<file path="src/rtl/pa_pkg.sv">
// Shared constants, types and vertex-order function for the primitive assembler.
`default_nettype none
package pa_pkg;

   // topology codes
   localparam logic [3:0] TOPO_TRILIST   = 4'd0;
   localparam logic [3:0] TOPO_TRISTRIP  = 4'd1;
   localparam logic [3:0] TOPO_TRIFAN    = 4'd2;
   localparam logic [3:0] TOPO_POLYGON   = 4'd3;
   localparam logic [3:0] TOPO_QUADLIST  = 4'd4;
   localparam logic [3:0] TOPO_QUADSTRIP = 4'd5;
   localparam logic [3:0] TOPO_RECTLIST  = 4'd6;
   localparam logic [3:0] TOPO_LINELIST  = 4'd7;
   localparam logic [3:0] TOPO_LINESTRIP = 4'd8;
   localparam logic [3:0] TOPO_LINELOOP  = 4'd9;

   // register indexes
   localparam logic [1:0] REG_TOPOLOGY        = 2'd0;
   localparam logic [1:0] REG_STRIP_PROVOKING = 2'd1;
   localparam logic [1:0] REG_FAN_PROVOKING   = 2'd2;

   // input item kinds
   localparam logic KIND_VERTEX = 1'b0;
   localparam logic KIND_END    = 1'b1;

   localparam int WIN_DEPTH  = 4;
   localparam int FIFO_DEPTH = 4;

   localparam logic [1:0] ROT_TAB [5] = '{2'd0, 2'd1, 2'd2, 2'd0, 2'd1};

   // push request into the result queue; push_b only ever with push_a
   typedef struct packed {
      logic push_a;
      logic push_b;
   } pa_push_type;

   // corner order {a, b, c} for a triangle, with provoking rotation and winding
   function automatic logic [5:0] pa_tri_order(input logic [1:0] prov, input logic par);
      logic [2:0] p;
      logic [2:0] ib;
      logic [2:0] ic;
      p  = (prov > 2'd2) ? 3'd2 : {1'b0, prov};
      ib = p + 3'd1 + {2'b0, par};
      ic = p + 3'd2 - {2'b0, par};
      return {ROT_TAB[p], ROT_TAB[ib], ROT_TAB[ic]};
   endfunction

endpackage
`default_nettype wire

</file>
<file path="src/rtl/pa_out_fifo.sv">
// Four-entry result queue taking up to two pushes and one pop per cycle.
`default_nettype none
module pa_out_fifo
   import pa_pkg::*;
#(
   parameter int DATA_WIDTH = 50
) (
   input  wire logic                  clock,
   input  wire logic                  reset,
   input  wire pa_push_type           push,
   input  wire logic [DATA_WIDTH-1:0] push_data_a,
   input  wire logic [DATA_WIDTH-1:0] push_data_b,
   input  wire logic                  pop,
   output logic                       out_valid,
   output logic [DATA_WIDTH-1:0]      out_data,
   output logic                       room
);

   localparam int PTR_W = $clog2(FIFO_DEPTH);
   localparam int CNT_W = $clog2(FIFO_DEPTH + 1);

   logic [DATA_WIDTH-1:0] data_ff [FIFO_DEPTH];
   logic [PTR_W-1:0]      wr_ptr_ff, wr_ptr_in;
   logic [PTR_W-1:0]      rd_ptr_ff, rd_ptr_in;
   logic [CNT_W-1:0]      count_ff, count_in;
   logic                  do_pop;

   assign out_valid = (count_ff != '0);
   assign out_data  = data_ff[rd_ptr_ff];
   // space for the two results one transaction can make
   assign room      = (count_ff <= CNT_W'(FIFO_DEPTH - 2));
   assign do_pop    = pop && out_valid;

   always_comb begin
      wr_ptr_in = wr_ptr_ff + PTR_W'(push.push_a) + PTR_W'(push.push_b);
      rd_ptr_in = rd_ptr_ff + PTR_W'(do_pop);
      count_in  = count_ff + CNT_W'(push.push_a) + CNT_W'(push.push_b) - CNT_W'(do_pop);
   end

   always_ff @(posedge clock) begin
      if (reset) begin
         wr_ptr_ff <= '0;
         rd_ptr_ff <= '0;
         count_ff  <= '0;
      end else begin
         wr_ptr_ff <= wr_ptr_in;
         rd_ptr_ff <= rd_ptr_in;
         count_ff  <= count_in;
      end
   end

   always_ff @(posedge clock) begin
      if (push.push_a) begin
         data_ff[wr_ptr_ff] <= push_data_a;
      end
      if (push.push_b) begin
         data_ff[wr_ptr_ff + PTR_W'(1)] <= push_data_b;
      end
   end

endmodule
`default_nettype wire

</file>
<file path="src/rtl/primitive_assembler.sv">
// Top level of the primitive assembler: vertex window, assembly logic and CSRs.
`default_nettype none
// Builds triangles and lines from a stream of shaded vertices. One input
// transaction (a vertex or an end-of-instance marker) is taken per cycle while
// req_stall is low; the assembly state (vertex window, anchor, strip parity) is
// updated in the cycle of acceptance and the results land in a four-entry result
// queue, so rsp_valid rises in the cycle after the transaction that made them.
// The queue drains one result per cycle while rsp_stall is low, and req_stall
// rises while it holds more than two, so a transaction that makes two triangles
// (quad lists and quad strips) can hold the input when results are not taken
// fast enough. Primitives with a clipped corner are discarded; last_of_run marks the
// final result of each transaction. Configuration (topology, provoking vertices)
// sits behind an APB port at byte addresses 0, 4 and 8; the user must see that it is
// written only while the block is idle, which the block does not enforce. An
// end-of-instance transaction clears the assembly state but keeps the registers.
module primitive_assembler
   import pa_pkg::*;
#(
   parameter int HANDLE_WIDTH = 16
) (
   input  wire logic                    clock,
   input  wire logic                    reset,
   // input transactions
   input  wire logic                    req_valid,
   output logic                         req_stall,
   input  wire logic                    req_kind,
   input  wire logic [HANDLE_WIDTH-1:0] req_vertex_handle,
   input  wire logic                    req_vertex_clipped,
   input  wire logic [31:0]             req_pos_x_bits,
   input  wire logic [31:0]             req_pos_y_bits,
   // result transactions
   output logic                         rsp_valid,
   input  wire logic                    rsp_stall,
   output logic [HANDLE_WIDTH-1:0]      rsp_corner_a,
   output logic [HANDLE_WIDTH-1:0]      rsp_corner_b,
   output logic [HANDLE_WIDTH-1:0]      rsp_corner_c,
   output logic                         rsp_is_line,
   output logic                         rsp_last_of_run,
   // configuration
   input  wire logic                    psel,
   input  wire logic                    penable,
   input  wire logic                    pwrite,
   input  wire logic [3:0]              paddr,
   input  wire logic [31:0]             pwdata,
   output logic [31:0]                  prdata,
   output logic                         pready
);

   localparam int RES_W = 3 * HANDLE_WIDTH + 2;

   // ---------------------------------------------------------------- CSRs
   logic [3:0] topology_ff;
   logic [1:0] strip_prov_ff;
   logic [1:0] fan_prov_ff;
   logic       csr_write;

   assign pready    = 1'b1;
   assign csr_write = psel && penable && pwrite;

   always_ff @(posedge clock) begin
      if (reset) begin
         topology_ff   <= TOPO_TRILIST;
         strip_prov_ff <= '0;
         fan_prov_ff   <= '0;
      end else if (csr_write) begin
         case (paddr[3:2])
            REG_TOPOLOGY:        topology_ff   <= pwdata[3:0];
            REG_STRIP_PROVOKING: strip_prov_ff <= pwdata[1:0];
            REG_FAN_PROVOKING:   fan_prov_ff   <= pwdata[1:0];
            default: ;
         endcase
      end
   end

   always_comb begin
      case (paddr[3:2])
         REG_TOPOLOGY:        prdata = {28'b0, topology_ff};
         REG_STRIP_PROVOKING: prdata = {30'b0, strip_prov_ff};
         REG_FAN_PROVOKING:   prdata = {30'b0, fan_prov_ff};
         default:             prdata = '0;
      endcase
   end

   // ------------------------------------------------------ assembly state
   logic [HANDLE_WIDTH-1:0] win_h_ff  [WIN_DEPTH];
   logic                    win_cl_ff [WIN_DEPTH];
   logic [31:0]             win_x_ff  [WIN_DEPTH];
   logic [31:0]             win_y_ff  [WIN_DEPTH];
   logic [HANDLE_WIDTH-1:0] win_h_in  [WIN_DEPTH];
   logic                    win_cl_in [WIN_DEPTH];
   logic [31:0]             win_x_in  [WIN_DEPTH];
   logic [31:0]             win_y_in  [WIN_DEPTH];
   logic [2:0]              fill_ff, fill_in;
   logic [HANDLE_WIDTH-1:0] anc_h_ff, anc_h_in;
   logic                    anc_cl_ff, anc_cl_in;
   logic                    anc_valid_ff, anc_valid_in;
   logic                    parity_ff, parity_in;

   // window after pushing the incoming vertex (oldest dropped when full)
   logic [HANDLE_WIDTH-1:0] wp_h  [WIN_DEPTH];
   logic                    wp_cl [WIN_DEPTH];
   logic [31:0]             wp_x  [WIN_DEPTH];
   logic [31:0]             wp_y  [WIN_DEPTH];
   logic [2:0]              wp_fill;
   logic                    win_full;
   logic [1:0]              push_pos;
   logic [1:0]              rect_rot;

   logic req_accept;
   logic queue_room;

   assign req_stall  = !queue_room;
   assign req_accept = req_valid && queue_room;

   assign win_full = (fill_ff >= 3'(WIN_DEPTH));
   assign push_pos = win_full ? 2'(WIN_DEPTH - 1) : fill_ff[1:0];
   assign wp_fill  = win_full ? 3'(WIN_DEPTH) : fill_ff + 3'd1;

   always_comb begin
      for (int i = 0; i < WIN_DEPTH; i++) begin
         if (win_full && i < WIN_DEPTH - 1) begin
            wp_h[i]  = win_h_ff[i+1];
            wp_cl[i] = win_cl_ff[i+1];
            wp_x[i]  = win_x_ff[i+1];
            wp_y[i]  = win_y_ff[i+1];
         end else begin
            wp_h[i]  = win_h_ff[i];
            wp_cl[i] = win_cl_ff[i];
            wp_x[i]  = win_x_ff[i];
            wp_y[i]  = win_y_ff[i];
         end
         if (push_pos == 2'(i)) begin
            wp_h[i]  = req_vertex_handle;
            wp_cl[i] = req_vertex_clipped;
            wp_x[i]  = req_pos_x_bits;
            wp_y[i]  = req_pos_y_bits;
         end
      end
   end

   // rect list: rotate so that the middle corner (b) faces the hypotenuse
   always_comb begin
      if (wp_x[0] != wp_x[1] && wp_y[0] != wp_y[1]) begin
         rect_rot = 2'd1;
      end else if (wp_x[1] != wp_x[2] && wp_y[1] != wp_y[2]) begin
         rect_rot = 2'd2;
      end else begin
         rect_rot = 2'd0;
      end
   end

   // primitive candidates: two triangles and one line
   logic [HANDLE_WIDTH-1:0] t0_h  [3];
   logic                    t0_cl [3];
   logic [1:0]              t0_prov;
   logic                    t0_par;
   logic                    t0_en;
   logic [HANDLE_WIDTH-1:0] t1_h  [3];
   logic                    t1_cl [3];
   logic                    t1_en;
   logic [HANDLE_WIDTH-1:0] ln_h0, ln_h1;
   logic                    ln_c0, ln_c1;
   logic                    ln_en;
   logic                    do_drop;
   logic [2:0]              drop_k;
   logic                    anchor_only;

   always_comb begin
      fill_in      = fill_ff;
      anc_h_in     = anc_h_ff;
      anc_cl_in    = anc_cl_ff;
      anc_valid_in = anc_valid_ff;
      parity_in    = parity_ff;
      for (int i = 0; i < WIN_DEPTH; i++) begin
         win_h_in[i]  = win_h_ff[i];
         win_cl_in[i] = win_cl_ff[i];
         win_x_in[i]  = win_x_ff[i];
         win_y_in[i]  = win_y_ff[i];
      end
      for (int i = 0; i < 3; i++) begin
         t0_h[i]  = wp_h[i];
         t0_cl[i] = wp_cl[i];
         t1_h[i]  = wp_h[3];
         t1_cl[i] = wp_cl[3];
      end
      t0_prov     = '0;
      t0_par      = 1'b0;
      t0_en       = 1'b0;
      t1_en       = 1'b0;
      ln_h0       = wp_h[0];
      ln_c0       = wp_cl[0];
      ln_h1       = wp_h[1];
      ln_c1       = wp_cl[1];
      ln_en       = 1'b0;
      do_drop     = 1'b0;
      drop_k      = '0;
      anchor_only = 1'b0;

      if (req_kind == KIND_END) begin
         // close an open line loop back to its first vertex
         if (topology_ff == TOPO_LINELOOP && fill_ff == 3'd1 && anc_valid_ff) begin
            ln_en = 1'b1;
            ln_h0 = win_h_ff[0];
            ln_c0 = win_cl_ff[0];
            ln_h1 = anc_h_ff;
            ln_c1 = anc_cl_ff;
         end
         fill_in      = '0;
         anc_h_in     = '0;
         anc_cl_in    = 1'b0;
         anc_valid_in = 1'b0;
         parity_in    = 1'b0;
      end else if (topology_ff <= TOPO_LINELOOP) begin
         if (!anc_valid_ff && (topology_ff == TOPO_TRIFAN || topology_ff == TOPO_POLYGON
                               || topology_ff == TOPO_LINELOOP)) begin
            anc_h_in     = req_vertex_handle;
            anc_cl_in    = req_vertex_clipped;
            anc_valid_in = 1'b1;
            // fan and polygon anchors stay out of the window
            anchor_only  = (topology_ff != TOPO_LINELOOP);
         end
         if (!anchor_only) begin
            win_h_in  = wp_h;
            win_cl_in = wp_cl;
            win_x_in  = wp_x;
            win_y_in  = wp_y;
            fill_in   = wp_fill;
            case (topology_ff)
               TOPO_TRILIST: begin
                  if (wp_fill >= 3'd3) begin
                     t0_en   = 1'b1;
                     t0_prov = strip_prov_ff;
                     do_drop = 1'b1;
                     drop_k  = 3'd3;
                  end
               end
               TOPO_TRISTRIP: begin
                  if (wp_fill >= 3'd3) begin
                     t0_en     = 1'b1;
                     t0_prov   = strip_prov_ff;
                     t0_par    = parity_ff;
                     parity_in = !parity_ff;
                     do_drop   = 1'b1;
                     drop_k    = 3'd1;
                  end
               end
               TOPO_TRIFAN, TOPO_POLYGON: begin
                  if (wp_fill >= 3'd2) begin
                     t0_en    = 1'b1;
                     t0_h[0]  = anc_h_ff;
                     t0_cl[0] = anc_cl_ff;
                     t0_h[1]  = wp_h[0];
                     t0_cl[1] = wp_cl[0];
                     t0_h[2]  = wp_h[1];
                     t0_cl[2] = wp_cl[1];
                     t0_prov  = (topology_ff == TOPO_TRIFAN) ? fan_prov_ff : 2'd0;
                     t0_par   = parity_ff;
                     do_drop  = 1'b1;
                     drop_k   = 3'd1;
                  end
               end
               TOPO_QUADLIST, TOPO_QUADSTRIP: begin
                  if (wp_fill >= 3'd4) begin
                     t0_en    = 1'b1;
                     t1_en    = 1'b1;
                     t0_h[0]  = wp_h[3];
                     t0_cl[0] = wp_cl[3];
                     t0_h[1]  = wp_h[0];
                     t0_cl[1] = wp_cl[0];
                     t0_h[2]  = wp_h[1];
                     t0_cl[2] = wp_cl[1];
                     do_drop  = 1'b1;
                     if (topology_ff == TOPO_QUADLIST) begin
                        t1_h[1]  = wp_h[1];
                        t1_cl[1] = wp_cl[1];
                        t1_h[2]  = wp_h[2];
                        t1_cl[2] = wp_cl[2];
                        drop_k   = 3'd4;
                     end else begin
                        t1_h[1]  = wp_h[2];
                        t1_cl[1] = wp_cl[2];
                        t1_h[2]  = wp_h[0];
                        t1_cl[2] = wp_cl[0];
                        drop_k   = 3'd2;
                     end
                  end
               end
               TOPO_RECTLIST: begin
                  if (wp_fill >= 3'd3) begin
                     t0_en   = 1'b1;
                     t0_prov = rect_rot;
                     do_drop = 1'b1;
                     drop_k  = 3'd3;
                  end
               end
               default: begin
                  // line list, strip and loop
                  if (wp_fill >= 3'd2) begin
                     ln_en   = 1'b1;
                     do_drop = 1'b1;
                     drop_k  = (topology_ff == TOPO_LINELIST) ? 3'd2 : 3'd1;
                  end
               end
            endcase
            if (do_drop) begin
               for (int i = 0; i < WIN_DEPTH; i++) begin
                  if (3'(i) + drop_k < 3'(WIN_DEPTH)) begin
                     win_h_in[i]  = wp_h[2'(3'(i) + drop_k)];
                     win_cl_in[i] = wp_cl[2'(3'(i) + drop_k)];
                     win_x_in[i]  = wp_x[2'(3'(i) + drop_k)];
                     win_y_in[i]  = wp_y[2'(3'(i) + drop_k)];
                  end
               end
               fill_in = (drop_k >= wp_fill) ? 3'd0 : wp_fill - drop_k;
            end
         end
      end
   end

   always_ff @(posedge clock) begin
      if (reset) begin
         fill_ff      <= '0;
         anc_h_ff     <= '0;
         anc_cl_ff    <= 1'b0;
         anc_valid_ff <= 1'b0;
         parity_ff    <= 1'b0;
      end else if (req_accept) begin
         fill_ff      <= fill_in;
         anc_h_ff     <= anc_h_in;
         anc_cl_ff    <= anc_cl_in;
         anc_valid_ff <= anc_valid_in;
         parity_ff    <= parity_in;
      end
   end

   // window payload, no reset: entries are written before they are read
   always_ff @(posedge clock) begin
      if (req_accept) begin
         win_h_ff  <= win_h_in;
         win_cl_ff <= win_cl_in;
         win_x_ff  <= win_x_in;
         win_y_ff  <= win_y_in;
      end
   end

   // ------------------------------------------------- result formation
   logic [5:0]              t0_ord;
   logic [5:0]              t1_ord;
   logic                    r0_ok, r1_ok;
   logic [HANDLE_WIDTH-1:0] r0_a, r0_b, r0_c;
   logic                    r0_line;
   logic [HANDLE_WIDTH-1:0] r1_a, r1_b, r1_c;
   pa_push_type             push;
   logic [RES_W-1:0]        push_data_a, push_data_b;
   logic [RES_W-1:0]        out_data;

   assign t0_ord = pa_tri_order(t0_prov, t0_par);
   // quad triangles: provoking zero, no winding flip
   assign t1_ord = pa_tri_order(2'd0, 1'b0);

   always_comb begin
      if (ln_en) begin
         r0_ok   = !(ln_c0 || ln_c1);
         r0_a    = ln_h0;
         r0_b    = ln_h1;
         r0_c    = '0;
         r0_line = 1'b1;
      end else begin
         r0_ok   = t0_en && !(t0_cl[0] || t0_cl[1] || t0_cl[2]);
         r0_a    = t0_h[t0_ord[5:4]];
         r0_b    = t0_h[t0_ord[3:2]];
         r0_c    = t0_h[t0_ord[1:0]];
         r0_line = 1'b0;
      end
      r1_ok = t1_en && !(t1_cl[0] || t1_cl[1] || t1_cl[2]);
      r1_a  = t1_h[t1_ord[5:4]];
      r1_b  = t1_h[t1_ord[3:2]];
      r1_c  = t1_h[t1_ord[1:0]];
   end

   // compact the surviving results; last_of_run goes on the final one
   always_comb begin
      push.push_a = req_accept && (r0_ok || r1_ok);
      push.push_b = req_accept && r0_ok && r1_ok;
      if (r0_ok) begin
         push_data_a = {r0_a, r0_b, r0_c, r0_line, !r1_ok};
      end else begin
         push_data_a = {r1_a, r1_b, r1_c, 1'b0, 1'b1};
      end
      push_data_b = {r1_a, r1_b, r1_c, 1'b0, 1'b1};
   end

   pa_out_fifo #(
      .DATA_WIDTH (RES_W)
   ) u_out_fifo (
      .clock       (clock),
      .reset       (reset),
      .push        (push),
      .push_data_a (push_data_a),
      .push_data_b (push_data_b),
      .pop         (!rsp_stall),
      .out_valid   (rsp_valid),
      .out_data    (out_data),
      .room        (queue_room)
   );

   assign rsp_corner_a    = out_data[RES_W-1 -: HANDLE_WIDTH];
   assign rsp_corner_b    = out_data[2*HANDLE_WIDTH+1 -: HANDLE_WIDTH];
   assign rsp_corner_c    = out_data[HANDLE_WIDTH+1 -: HANDLE_WIDTH];
   assign rsp_is_line     = out_data[1];
   assign rsp_last_of_run = out_data[0];

endmodule
`default_nettype wire

</file>
<file path="config.mk">
export PLATFORM = sky130hd
export DESIGN_NAME = primitive_assembler
export DESIGN_NICKNAME = d
export VERILOG_FILES = /design/src/rtl/pa_pkg.sv /design/src/rtl/pa_out_fifo.sv /design/src/rtl/primitive_assembler.sv
export SDC_FILE = /design/constraint.sdc
export NUM_CORES = 2
export LEC_CHECK = 0
export ABC_AREA = 1
export BUFFER_PORTS_ARGS = -buffer_cell sky130_fd_sc_hd__buf_2
export CORE_AREA = 2 2 327 329
export DETAILED_ROUTE_END_ITERATION = 8
export DIE_AREA = 0 0 329 331
export PLACE_DENSITY_LB_ADDON = 0.08
export SYNTH_ARGS = -nofsm -noshare
export SYNTH_HDL_FRONTEND = slang
export SYNTH_SLANG_ARGS = --single-unit
</file>
<file path="constraint.sdc">
create_clock -name clock -period 21.5 [get_ports clock]
set_input_delay 4.3 -clock clock [delete_from_list [all_inputs] [get_ports clock]]
set_output_delay 4.3 -clock clock [all_outputs]
set_load 0.1 [all_outputs]
</file>
==> flow_summary.toml <==
[sta]
skew_ps = 25.5
maxSlewHeadroom = 0.166
setup_viol = 0
final_max_slew_viol_count = 0
worst_pin_slew_ps = 1250
period_share = 0.452
rsz0062_at_grt = "no"
hold_violations = 0
fin_tns_setup_ps = 0
period_minus_slack_ps = 9720
fmax_ghz = 0.103

[routing]
post_drt_wl_per_cell_um = 20.6
drc_errors = 0
firstDrtPassIters = 6
drt_wl_total_mm = 183
drtAntennaViolNets = 0
vias_per_cell = 5.67
vias = 50200
drt_iter0_drc = 5244

[clocking]
cts_resized = 0
tritoncts = "done"
numCtsBuffers = 73
cts_sinks = 561
htree_levels = 3
clock_latency_ps = 670
clockBufferDepth = 3
clk_pin_slew_ps = 60
post-cts-setup-buffers = 0
cts_hold_repair.buffers = 0
clockRootBuffer = "clkbuf_16"

[finish]
layout.nets = 7546
drive_gt1_frac = 0.0567
fin_util = 0.481
area_growth_pct = 7.29
final_cell_area_um2 = 50500

[critical_path]
arrival_ps = 10010
startpoint_type = "primary input"
worstSetupPathType = "in2reg"
r2r_end = "u_out_fifo.data_ff[0][11]"
crit_required_ps = 21790
reg2reg_setup_slack_ps = 13000
r2r_cells = 27
critPathCapture = "u_out_fifo.data_ff[3][3]"
cp_max_fo = 33
r2r_start = "fill_ff[1]"
cp-end-kind = "flip-flop"
startpoint = "req_kind"

[synth]
synth_seq_cells = 561
synthesis.area_um2 = 47000
synth.distinct_cells = 48
async_flop_share = 0
synth_area_leader_cell = "edfxtp_1"
synth-seq-area-share = 0.349
yosysTopAreaCellShare = 0.330
yosysMostFrequentCell = "nand2_1"
ys_top_cells_by_count = "nand2_1, o21ai_0, inv_1"
syn_area_per_cell_um2 = 6.18
yosysWarnings = 0
synth_area_leaders = "edfxtp_1, nand2_1, o21ai_0, nand3_1, inv_1"
synth_flop_cell = "edfxtp_1"
synth-edff-count = 516
netlist_instances = 7609

[floorplanning]
fp-row-count = 119
dieArea_um2 = 109000
ios = 210
coreArea_um2 = 105000
die_w_um = 329
die_h_um = 331
start_util = 0.448

[outcome]
outcome = "finished clean"

[place]
portBuffers = 150
placed_area_um2 = 48100
routabilityCongestion = 0.957
hpwl_mm = 109

[pwr]
peakVddDrop_mv = 0.124
leakagePower_nw = 22.3
p_per_area_nw_per_um2 = 89.2

[global_route]
grt_pass1_wl_mm = 273
grt_pass1_vias = 45300
grt_max_degree = 183
grt.overflow.total = 0
grt_antenna_before_repair = 17
grtUsageTotal = 0.326

[job]
drv_cap = 0

[hold_path]
hold_class = "reg2reg"
## per-stage QoR
step,setup slack (ps),total power (W),hold WS (ps),instances
CTS,11900,0.00449,468,8851
finish,11780,0.00450,465,8860
floorplan,1800,0.00280,435,7636
global placement,11300,0.00321,447,8719
detailed placement,11310,0.00323,455,8719
global route,11630,0.00476,483,8855
## report_power, final
part	leakage [nW]	switching, W	total (W)	internal (W)
logic	16.4	0.00135	0.00181	0.000460
registers	4.70	0.0000565	0.00142	0.00137
clock network	1.15	0.000532	0.00126	0.000733
## worst max-delay path, cell delays in order
cell      delay [ps]
buf_2            130
inv_1            740
nor4_2           110
buf_4            240
inv_1             80
nand2_1           50
buf_4            280
inv_2            580
nand2_1          190
nor2_4           580
a21oi_4           80
clkinv_2         240
nand2_4          180
nor2_4           750
inv_2            390
o21ai_4          460
buf_4            550
## cell type report
type | instances | area [um^2]
Fill cell | 11100 | 54500
Multi-Input combinational cell | 5972 | 26300
Sequential cell | 561 | 16400
Inverter | 553 | 2100
Clock buffer | 99 | 2020
Tap cell | 1391 | 1740
Timing Repair Buffer | 242 | 1470
Clock inverter | 33 | 355
Antenna cell | 9 | 22.5
## placed cells by master (no fill, tap or decap), drive strengths merged, types with 7 or more instances in the layout
master and count:
a211oi 7, a21oi 86, buf 242, clkbuf 99, clkinv 29, conb 29, dfxtp 45, diode 9
edfxtp 516, ha 14, inv 549, nand2 3347, nand3 438, nand4 19, nor2 494, o211ai 75
o21a 16, o21ai 1179, o221ai 11, o22ai 228
## kinds of logic (layout without fill, tap and decap cells)
group,count (synthesis),count (layout),synth area share
xor gates and xnor gates,6,6,0.00112
DFF,561,561,0.349
other,2,38,0.000160
adders and majority gates,18,18,0.00543
AOI/OAI and AO/OA,1611,1611,0.184
and+or+nand+nor,4308,4308,0.362
buffers and inverters,1103,927,0.0981
## routing by layer
metal,GRT usage,vias to the layer above,wire (um)
met5,0,-,86
met4,0.164,12,9410
met3,0.0434,463,15600
met2,0.553,2286,85300
met1,0.408,23000,72500
li1,-,24500,-
## state kept, by name, indices dropped and copies added, names as in the netlist, 2 cells and up
name and cells:
u_out_fifo.rd_ptr_ff 2, u_out_fifo.count_ff 3, fan_prov_ff 2, u_out_fifo.data_ff 200
anc_h_ff 16, topology_ff 4, win_y_ff 128, win_cl_ff 4
u_out_fifo.wr_ptr_ff 2, strip_prov_ff 2, win_x_ff 128, win_h_ff 64
fill_ff 3
## worst min-delay path by stage
stage	startpoint	endpoint	slack (ps)	cells after the start
2_1_floorplan	u_out_fifo.data_ff[1][0]	u_out_fifo.data_ff[1][0]	430	2
3_3_place_gp	u_out_fifo.data_ff[2][0]	u_out_fifo.data_ff[2][0]	450	2
3_5_place_dp	u_out_fifo.data_ff[1][0]	u_out_fifo.data_ff[1][0]	450	2
4_1_cts	u_out_fifo.data_ff[1][0]	u_out_fifo.data_ff[1][0]	470	2
5_1_grt	anc_h_ff[14]	anc_h_ff[14]	480	2
6_report	u_out_fifo.data_ff[1][0]	u_out_fifo.data_ff[1][0]	460	2
No activity file was read; power rests on OpenSTA's default activity.
